==> src/rtl/core/sha256_pkg.sv <==
// Shared constants, round constants and SHA-256 mixing functions.
`default_nettype none
package sha256_pkg;

    localparam int DataW      = 8;
    localparam int WordW      = 32;
    localparam int IdxW       = 3;
    localparam int CountW     = 61;
    localparam int BlockBytes = 64;
    localparam int BlockWords = 16;
    localparam int HashWords  = 8;
    localparam int Rounds     = 64;
    localparam int LenPos     = 56;
    localparam int PosW       = $clog2(BlockBytes);
    localparam int RoundW     = $clog2(Rounds);

    localparam logic [DataW-1:0] PadMark = 8'h80;

    localparam logic [WordW-1:0] InitHash [HashWords] = '{
        32'h6a09e667, 32'hbb67ae85, 32'h3c6ef372, 32'ha54ff53a,
        32'h510e527f, 32'h9b05688c, 32'h1f83d9ab, 32'h5be0cd19
    };

    localparam logic [WordW-1:0] RoundK [Rounds] = '{
        32'h428a2f98, 32'h71374491, 32'hb5c0fbcf, 32'he9b5dba5,
        32'h3956c25b, 32'h59f111f1, 32'h923f82a4, 32'hab1c5ed5,
        32'hd807aa98, 32'h12835b01, 32'h243185be, 32'h550c7dc3,
        32'h72be5d74, 32'h80deb1fe, 32'h9bdc06a7, 32'hc19bf174,
        32'he49b69c1, 32'hefbe4786, 32'h0fc19dc6, 32'h240ca1cc,
        32'h2de92c6f, 32'h4a7484aa, 32'h5cb0a9dc, 32'h76f988da,
        32'h983e5152, 32'ha831c66d, 32'hb00327c8, 32'hbf597fc7,
        32'hc6e00bf3, 32'hd5a79147, 32'h06ca6351, 32'h14292967,
        32'h27b70a85, 32'h2e1b2138, 32'h4d2c6dfc, 32'h53380d13,
        32'h650a7354, 32'h766a0abb, 32'h81c2c92e, 32'h92722c85,
        32'ha2bfe8a1, 32'ha81a664b, 32'hc24b8b70, 32'hc76c51a3,
        32'hd192e819, 32'hd6990624, 32'hf40e3585, 32'h106aa070,
        32'h19a4c116, 32'h1e376c08, 32'h2748774c, 32'h34b0bcb5,
        32'h391c0cb3, 32'h4ed8aa4a, 32'h5b9cca4f, 32'h682e6ff3,
        32'h748f82ee, 32'h78a5636f, 32'h84c87814, 32'h8cc70208,
        32'h90befffa, 32'ha4506ceb, 32'hbef9a3f7, 32'hc67178f2
    };

    function automatic logic [WordW-1:0] rotr(input logic [WordW-1:0] x, input int n);
        rotr = (x >> n) | (x << (WordW - n));
    endfunction

    function automatic logic [WordW-1:0] big_sigma0(input logic [WordW-1:0] x);
        big_sigma0 = rotr(x, 2) ^ rotr(x, 13) ^ rotr(x, 22);
    endfunction

    function automatic logic [WordW-1:0] big_sigma1(input logic [WordW-1:0] x);
        big_sigma1 = rotr(x, 6) ^ rotr(x, 11) ^ rotr(x, 25);
    endfunction

    function automatic logic [WordW-1:0] small_sigma0(input logic [WordW-1:0] x);
        small_sigma0 = rotr(x, 7) ^ rotr(x, 18) ^ (x >> 3);
    endfunction

    function automatic logic [WordW-1:0] small_sigma1(input logic [WordW-1:0] x);
        small_sigma1 = rotr(x, 17) ^ rotr(x, 19) ^ (x >> 10);
    endfunction

endpackage
`default_nettype wire

==> src/rtl/core/sha256_ifs.sv <==
// Request and digest channel interfaces.
`default_nettype none
interface sha256_req_if;
    logic                            valid;
    logic                            ready;
    logic                            mode;
    logic [sha256_pkg::DataW-1:0]    data_byte;

    modport source (output valid, mode, data_byte, input ready);
    modport sink   (input valid, mode, data_byte, output ready);
endinterface

interface sha256_dig_if;
    logic                            valid;
    logic                            ready;
    logic [sha256_pkg::WordW-1:0]    digest_word;
    logic [sha256_pkg::IdxW-1:0]     word_index;
    logic                            last_word;

    modport source (output valid, digest_word, word_index, last_word, input ready);
    modport sink   (input valid, digest_word, word_index, last_word, output ready);
endinterface
`default_nettype wire

==> src/rtl/core/sha256_hash_engine.sv <==
// Streaming SHA-256 engine: byte absorb, padding sequencer, iterative round unit.
//
//  channel  | dir | fields                                   | per request
//  ---------+-----+------------------------------------------+------------------------
//  i_req    | in  | mode, data_byte                          | absorb one byte / finish
//  o_dig    | out | digest_word, word_index, last_word       | eight words after finish
//
// An absorbed byte is taken while idle; the 64th byte of a block starts the rounds, then
// the working words are folded into the hash before the next byte is taken.
// The single round unit runs one round per cycle.
// Finish walks the pad bytes one at a time, runs one or two compressions, then
// holds each digest word until it is taken. Synchronous active-low reset restores
// the initial hash values and a zero byte count; no request is taken until idle.
`default_nettype none
module sha256_hash_engine (
    input  wire              i_clk,
    input  wire              i_rst_n,
    sha256_req_if.sink       i_req,
    sha256_dig_if.source     o_dig
);

    localparam logic [sha256_pkg::PosW-1:0]   LastPos   = sha256_pkg::PosW'(sha256_pkg::BlockBytes - 1);
    localparam logic [sha256_pkg::PosW-1:0]   LenStart  = sha256_pkg::PosW'(sha256_pkg::LenPos);
    localparam logic [sha256_pkg::RoundW-1:0] LastRound = sha256_pkg::RoundW'(sha256_pkg::Rounds - 1);
    localparam logic [sha256_pkg::IdxW-1:0]   LastIdx   = sha256_pkg::IdxW'(sha256_pkg::HashWords - 1);

    typedef enum logic [4:0] {
        S_IDLE   = 5'b00001,
        S_PAD    = 5'b00010,
        S_ROUND  = 5'b00100,
        S_UPDATE = 5'b01000,
        S_EMIT   = 5'b10000
    } t_state;

    typedef logic [sha256_pkg::WordW-1:0] t_word;

    t_state                            r_state, n_state;
    t_word                             r_w    [sha256_pkg::BlockWords];
    t_word                             n_w    [sha256_pkg::BlockWords];
    t_word                             r_v    [sha256_pkg::HashWords];
    t_word                             n_v    [sha256_pkg::HashWords];
    t_word                             r_hash [sha256_pkg::HashWords];
    t_word                             n_hash [sha256_pkg::HashWords];
    logic [sha256_pkg::CountW-1:0]     r_count, n_count;
    logic [sha256_pkg::PosW-1:0]       r_pos, n_pos;
    logic [sha256_pkg::RoundW-1:0]     r_round, n_round;
    logic [sha256_pkg::IdxW-1:0]       r_idx, n_idx;
    logic                              r_first, n_first;     // next pad byte is the 0x80 mark
    logic                              r_extra, n_extra;     // length goes in a following block
    logic                              r_final, n_final;     // current compression ends the message
    logic                              r_padding, n_padding;

    logic                              req_acc;
    logic                              dig_acc;
    logic [2*sha256_pkg::WordW-1:0]    len_bits;
    logic [sha256_pkg::IdxW-1:0]       len_lane;
    logic [sha256_pkg::DataW-1:0]      len_byte;
    logic [sha256_pkg::DataW-1:0]      pad_byte;
    logic [sha256_pkg::DataW-1:0]      in_byte;
    t_word                             ch, maj, t1, t2, w_next;

    assign req_acc = i_req.valid && i_req.ready;
    assign dig_acc = o_dig.valid && o_dig.ready;

    // Length field: byte count times eight, sent most significant byte first.
    assign len_bits = {r_count, 3'b000};
    assign len_lane = ~r_pos[sha256_pkg::IdxW-1:0];
    assign len_byte = len_bits[{len_lane, 3'b000} +: sha256_pkg::DataW];

    always_comb begin
        if (r_first) begin
            pad_byte = sha256_pkg::PadMark;
        end else if (!r_extra && (r_pos >= LenStart)) begin
            pad_byte = len_byte;
        end else begin
            pad_byte = '0;
        end
    end

    assign in_byte = (r_state == S_PAD) ? pad_byte : i_req.data_byte;

    // Shared round unit and message schedule step.
    assign ch  = (r_v[4] & r_v[5]) ^ (~r_v[4] & r_v[6]);
    assign maj = (r_v[0] & r_v[1]) ^ (r_v[0] & r_v[2]) ^ (r_v[1] & r_v[2]);
    assign t1  = r_v[7] + sha256_pkg::big_sigma1(r_v[4]) + ch
               + sha256_pkg::RoundK[r_round] + r_w[0];
    assign t2  = sha256_pkg::big_sigma0(r_v[0]) + maj;
    assign w_next = sha256_pkg::small_sigma1(r_w[14]) + r_w[9]
                  + sha256_pkg::small_sigma0(r_w[1]) + r_w[0];

    always_comb begin
        n_state   = r_state;
        n_w       = r_w;
        n_v       = r_v;
        n_hash    = r_hash;
        n_count   = r_count;
        n_pos     = r_pos;
        n_round   = r_round;
        n_idx     = r_idx;
        n_first   = r_first;
        n_extra   = r_extra;
        n_final   = r_final;
        n_padding = r_padding;

        case (r_state)
            S_IDLE: begin
                if (req_acc) begin
                    if (!i_req.mode) begin
                        // Shift the byte into the block window, big-endian words.
                        for (int i = 0; i < sha256_pkg::BlockWords - 1; i++) begin
                            n_w[i] = {r_w[i][23:0], r_w[i+1][31:24]};
                        end
                        n_w[sha256_pkg::BlockWords-1] =
                            {r_w[sha256_pkg::BlockWords-1][23:0], in_byte};
                        n_count = r_count + 1'b1;
                        n_pos   = r_pos + 1'b1;
                        if (r_pos == LastPos) begin
                            n_v     = r_hash;
                            n_round = '0;
                            n_final = 1'b0;
                            n_state = S_ROUND;
                        end
                    end else begin
                        n_first   = 1'b1;
                        n_extra   = (r_pos >= LenStart);
                        n_padding = 1'b1;
                        n_state   = S_PAD;
                    end
                end
            end
            S_PAD: begin
                for (int i = 0; i < sha256_pkg::BlockWords - 1; i++) begin
                    n_w[i] = {r_w[i][23:0], r_w[i+1][31:24]};
                end
                n_w[sha256_pkg::BlockWords-1] =
                    {r_w[sha256_pkg::BlockWords-1][23:0], in_byte};
                n_first = 1'b0;
                n_pos   = r_pos + 1'b1;
                if (r_pos == LastPos) begin
                    n_v     = r_hash;
                    n_round = '0;
                    n_final = !r_extra;
                    n_state = S_ROUND;
                end
            end
            S_ROUND: begin
                n_v[7] = r_v[6];
                n_v[6] = r_v[5];
                n_v[5] = r_v[4];
                n_v[4] = r_v[3] + t1;
                n_v[3] = r_v[2];
                n_v[2] = r_v[1];
                n_v[1] = r_v[0];
                n_v[0] = t1 + t2;
                // Advance the schedule window: w[t+16] enters at the top.
                for (int i = 0; i < sha256_pkg::BlockWords - 1; i++) begin
                    n_w[i] = r_w[i+1];
                end
                n_w[sha256_pkg::BlockWords-1] = w_next;
                n_round = r_round + 1'b1;
                if (r_round == LastRound) begin
                    n_state = S_UPDATE;
                end
            end
            S_UPDATE: begin
                for (int i = 0; i < sha256_pkg::HashWords; i++) begin
                    n_hash[i] = r_hash[i] + r_v[i];
                end
                n_extra = 1'b0;
                if (r_final) begin
                    n_idx   = '0;
                    n_state = S_EMIT;
                end else if (r_padding) begin
                    n_state = S_PAD;
                end else begin
                    n_state = S_IDLE;
                end
            end
            S_EMIT: begin
                if (dig_acc) begin
                    n_idx = r_idx + 1'b1;
                    if (r_idx == LastIdx) begin
                        // Drop back to a fresh message.
                        n_hash    = sha256_pkg::InitHash;
                        n_count   = '0;
                        n_pos     = '0;
                        n_final   = 1'b0;
                        n_padding = 1'b0;
                        n_state   = S_IDLE;
                    end
                end
            end
            default: begin
                n_state = S_IDLE;
            end
        endcase
    end

    always_ff @(posedge i_clk) begin
        if (!i_rst_n) begin
            r_state   <= S_IDLE;
            r_hash    <= sha256_pkg::InitHash;
            r_count   <= '0;
            r_pos     <= '0;
            r_round   <= '0;
            r_idx     <= '0;
            r_first   <= 1'b0;
            r_extra   <= 1'b0;
            r_final   <= 1'b0;
            r_padding <= 1'b0;
        end else begin
            r_state   <= n_state;
            r_hash    <= n_hash;
            r_count   <= n_count;
            r_pos     <= n_pos;
            r_round   <= n_round;
            r_idx     <= n_idx;
            r_first   <= n_first;
            r_extra   <= n_extra;
            r_final   <= n_final;
            r_padding <= n_padding;
        end
    end

    // Block window and working words carry payload only.
    always_ff @(posedge i_clk) begin
        r_w <= n_w;
        r_v <= n_v;
    end

    assign i_req.ready       = (r_state == S_IDLE);
    assign o_dig.valid       = (r_state == S_EMIT);
    assign o_dig.digest_word = r_hash[r_idx];
    assign o_dig.word_index  = r_idx;
    assign o_dig.last_word   = (r_idx == LastIdx);

endmodule
`default_nettype wire

==> src/flat_wrapper.sv <==
// flat-port wrapper written by rule: the top's interface ports become plain ports
module sha256_hash_engine_flat 
  (i_clk, i_rst_n, i_req_valid, i_req_mode, i_req_data_byte, i_req_ready, o_dig_valid, o_dig_digest_word, o_dig_word_index, o_dig_last_word, o_dig_ready);
  sha256_req_if i_req_i ();
  sha256_dig_if o_dig_i ();
  input  wire i_clk;
  input  wire i_rst_n;
  input wire logic [$bits(i_req_i.valid)-1:0] i_req_valid;
  input wire logic [$bits(i_req_i.mode)-1:0] i_req_mode;
  input wire logic [$bits(i_req_i.data_byte)-1:0] i_req_data_byte;
  output wire logic [$bits(i_req_i.ready)-1:0] i_req_ready;
  output wire logic [$bits(o_dig_i.valid)-1:0] o_dig_valid;
  output wire logic [$bits(o_dig_i.digest_word)-1:0] o_dig_digest_word;
  output wire logic [$bits(o_dig_i.word_index)-1:0] o_dig_word_index;
  output wire logic [$bits(o_dig_i.last_word)-1:0] o_dig_last_word;
  input wire logic [$bits(o_dig_i.ready)-1:0] o_dig_ready;
  assign i_req_i.valid = i_req_valid;
  assign i_req_i.mode = i_req_mode;
  assign i_req_i.data_byte = i_req_data_byte;
  assign i_req_ready = i_req_i.ready;
  assign o_dig_valid = o_dig_i.valid;
  assign o_dig_digest_word = o_dig_i.digest_word;
  assign o_dig_word_index = o_dig_i.word_index;
  assign o_dig_last_word = o_dig_i.last_word;
  assign o_dig_i.ready = o_dig_ready;
  sha256_hash_engine u_core (.i_clk(i_clk), .i_rst_n(i_rst_n), .i_req(i_req_i), .o_dig(o_dig_i));
endmodule
==> config.mk <==
export PLATFORM = sky130hd
export DESIGN_NAME = sha256_hash_engine_flat
export DESIGN_NICKNAME = d
export VERILOG_FILES = /design/src/rtl/core/sha256_pkg.sv /design/src/rtl/core/sha256_ifs.sv /design/src/rtl/core/sha256_hash_engine.sv /design/src/flat_wrapper.sv
export SDC_FILE = /design/constraint.sdc
export NUM_CORES = 2
export LEC_CHECK = 0
export BUFFER_PORTS_ARGS = -buffer_cell sky130_fd_sc_hd__buf_2
export CORE_MARGIN = 2
export CORE_UTILIZATION = 59
export DETAILED_ROUTE_END_ITERATION = 10
export GPL_TIMING_DRIVEN = 0
export HOLD_SLACK_MARGIN = 0.06
export PLACE_DENSITY = 0.84
export RECOVER_POWER = 25
export REMOVE_ABC_BUFFERS = 1
export SLEW_MARGIN = 20
export SYNTH_ARGS = -nofsm -noshare
export SYNTH_HDL_FRONTEND = slang
export SYNTH_SLANG_ARGS = --single-unit
==> constraint.sdc <==
create_clock -name i_clk -period 79.2 [get_ports i_clk]
set_input_delay 7.92 -clock i_clk [delete_from_list [all_inputs] [get_ports i_clk]]
set_output_delay 7.92 -clock i_clk [all_outputs]
set_load 0.02 [all_outputs]
==> metrics.md <==
| Metric | Value |
|---|---|
| Clock tree from TritonCTS | `yes` |
| Synthesized instance count | `8358` |
| Transition at the pin with the smallest max-transition slack | `1180 ps` |
| Warning count from the yosys run | `0` |
| Placed insts | `9791` |
| Static leakage power | `34.0 nW` |
| Mean Syn Cell Area | `just under 9 um2` |
| Number of max-cap violations | `0` |
| Total Die Area | `129000 um2` |
| CTS hold repair buffers | `0` |
| Hold violation count in the final report | `0` |
| Insertion delay to the later sink of the worst-skew pair | `780 ps` |
| Fin Clk Skew | `~85 ps` |
| Initial DRC Count | `8004` |
| Synth async-reset ratio | `0` |
| Post-synthesis instance area | `74400 um2` |
| Number of cells traversed by the worst register-to-register path | `34` |
| Power after layout | `1.61 mW` |
| Number of pins with negative max-slew slack in the final report | `0` |
| Area of the core | `about 130000 um2` |
| Wire length per cell after detailed routing | `22.3 um` |
| Final HPWL DP | `164000 um` |
| Die Span X | `359 um` |
| Setup fix buffers added after clock tree synthesis | `0` |
| Worst relative slew slack | `0.209` |
| Clock sink total | `1109` |
| Tcrit/Tclk final | `0.142` |
| Minimum period implied by the final worst setup slack | `11270 ps` |
| Critical Path Fanout Max | `70` |
| Req. time, crit path | `79620 ps` |
| Die Ht | `359 um` |
| Most used cells in the layout excluding fill and tap cells | `2423 x nand2_1, 768 x edfxtp_1, 460 x nor2_1` |
| Routed Antenna Nets | `0` |
| Net count, final | `8867` |
| Vias | `roughly 63000` |
| Primary flip-flop cell chosen by synthesis mapping | `edfxtp_1` |
| Count of different cell masters after synthesis | `102` |
| Antenna violations before repair | `3` |
| Area taken by multi-input logic gates | `41400 um2` |
| GR Overflow Total | `0` |
| Num CTS Buffers | `117` |
| Most common library cell in the layout ignoring fill and taps | `nand2_1` |
| Seq/Total Area, Yosys | `0.402` |
| Worst hold-check path type | `flip-flop to flip-flop` |
| Setup repair after global routing missed its margin | `false` |
| Port bufs | `50` |
| Max Buffers Root-to-Sink | `3` |
| Clk slew on worst S/H paths | `60 ps` |
| First-pass iteration count of the detailed router | `6` |
| Total routed wirelength | `roughly 220000 um` |
| Status | `finished clean` |
| # DRC | `0` |
| Vias in the first global route | `62100` |
| Number of filler cells placed in the layout | `9600` |
| CP Capture Type | `flip-flop` |
| Post-Synth Adder-Cell Area | `0.120` |
| Pin count of the biggest net entering global routing | `88` |
| Initial Util | `0.593` |
| Synthesized-area fraction occupied by ao, oa, aoi and oai cells | `0.140` |
| Post-DR vias/cell | `between 6 and 7` |
| Data arrival time of the worst path | `11690 ps` |
| Ratio of cells with drive above 1 in the final layout | `0.0722` |
| P per Cell Area | `19.9 nW/um2` |
| H-tree depth | `3` |
| Placement Rows | `between 100 and 150` |
| Setup CP Type | `input port to flip-flop` |
| Share of synthesized area spent on multiplexers | `0.0374` |
| Root buffer cell | `clkbuf_16` |
| Area growth, synth to finish | `8.97%` |
| Critical Path Source Type | `input port` |
| Number of enable flip-flop cells after synthesis | `~770` |
| Count of non-filler cells in the finished layout | `10015` |
| F_max | `88.7 MHz` |
| Global Route Usage Sum | `0.339` |
| Area used by sequential logic in the layout | `approximately 30000 um2` |
| Wire length of the first global-routing pass | `343000 um` |
| Simple-gate share of the synthesized area | `0.186` |
| Flop and latch count out of synthesis | `1109` |
| WHS Path Cells | `2` |
| XOR/XNOR Fraction of Synth Area | `0.0720` |
| Worst IR Drop VDD | `22.5 uV` |
| Combinational family with the most area after synthesis | `simple AND/OR/NAND/NOR gates` |
| Resized cells post-CTS | `0` |
| I/O Pins | `51` |
| Routability cong. | `a little under 1` |
| Setup TNS | `0 ps` |
| Final Setup Violations | `0` |
[report_power, final]
| group | internal (mW) | leakage (nW) | switching (mW) | total [mW] |
|---|---|---|---|---|
| clock | 0.319 | 1.93 | 0.244 | 0.563 |
| combinational | 0.148 | 22.0 | 0.227 | 0.375 |
| sequential | 0.652 | 10.1 | 0.0253 | 0.677 |
[cell families (layout without fill, tap and decap cells)]
group	Yosys count	after routing
AO/OA/AOI/OAI	1650	1650
multiplexers	167	167
buffers and inverters	830	835
flip-flops	1109	1109
other	0	2
XOR/XNOR	611	611
adder cells (fa/ha/maj)	597	597
AND/OR/NAND/NOR	3394	3394
[area by class of cell]
class / instances / area share
multi-input combinational: 6419 / 0.511
sequential: 1109 / 0.369
clock buffer: 172 / 0.0426
timing repair buffer: 255 / 0.0291
tap: 1650 / 0.0255
inverter: 358 / 0.0168
clock inverter: 50 / 0.00582
antenna: 2 / 0.0000618
[final timing paths]
check / start / endpoint / slack (ps)
setup / recovery: i_req_valid / u_core.r_v[167] / 67930
hold / removal: u_core.r_w[237] / u_core.r_w[245] / 470
setup reg to reg: u_core.r_round[0] / u_core.r_v[253] / 68030
hold reg to reg: u_core.r_w[237] / u_core.r_w[245] / 470
[state kept, by name, indices dropped and copies added, names as in the netlist]
signal                   flops
u_core.r_final               1
u_core.r_pos                 6
u_core.r_count              61
u_core.r_hash              256
u_core.r_state               5
u_core.r_w                 512
u_core.r_v                 256
u_core.r_padding             1
u_core.o_dig.word_index      3
u_core.r_round               6
u_core.r_extra               1
u_core.r_first               1
[per-layer routing]
layer | share of wire | routed length, um | up-vias | global-route usage
met4 | 0.071 | 15900 | 4 | 0.220
met1 | 0.36 | 81400 | 30083 | 0.415
met3 | 0.10 | 22300 | 810 | 0.0635
met2 | 0.46 | 104000 | 3431 | 0.552
met5 | 0.00012 | 26 | - | 0
li1 | - | - | 28619 | -
[synthesized netlist by cell type, drive strengths merged (27+ instances only)]
| cell type | instances | area share |
|---|---|---|
| a31oi | 60 | 0.0054 |
| a22oi | 66 | 0.0067 |
| o21ai | 429 | 0.029 |
| xor2 | 197 | 0.023 |
| o31ai | 29 | 0.0029 |
| xnor2 | 414 | 0.049 |
| a211oi | 55 | 0.0058 |
| o21a | 53 | 0.0053 |
| nor3 | 100 | 0.0068 |
| fa | 195 | 0.052 |
| edfxtp | 768 | 0.31 |
| nor2 | 462 | 0.023 |
| o21bai | 43 | 0.0043 |
| buf | 37 | 0.0019 |
| nand3 | 91 | 0.0062 |
| mux4 | 83 | 0.025 |
| and3 | 32 | 0.0027 |
| dfxtp | 341 | 0.092 |
| a21oi | 431 | 0.029 |
| nand2 | 2427 | 0.12 |
| o22ai | 91 | 0.0077 |
| o211ai | 27 | 0.0029 |
| clkbuf | 435 | 0.023 |
| a21o | 188 | 0.019 |
| or3 | 52 | 0.0044 |
| ha | 399 | 0.067 |
| nor2b | 46 | 0.0039 |
| mux2 | 59 | 0.0089 |
| nand2b | 64 | 0.0054 |
| inv | 357 | 0.018 |
| nand4 | 36 | 0.0030 |
[stage by stage]
stage | setup WS [ps] | hold slack (ps) | utilization | cell area, um2
detailed placement | 67210 | 467 | 0.617 | 77400
global route | 67690 | 509 | 0.646 | 81000
global placement | -419070 | 456 | 0.597 | 74900
CTS | 68000 | 479 | 0.648 | 81300
floorplan | -157490 | 444 | - | 72600
finish | 67930 | 473 | 0.646 | 81000
[worst max-delay path, stage by stage]
cell      delay [ps]
buf_2            130
inv_1             70
o311ai_2         720
buf_4            320
buf_6            170
buf_6            150
buf_4            190
buf_4            210
buf_4            210
a21oi_1          270
inv_8            480
buf_16           330
buf_16           320
Power figures use the tool's default switching activity.
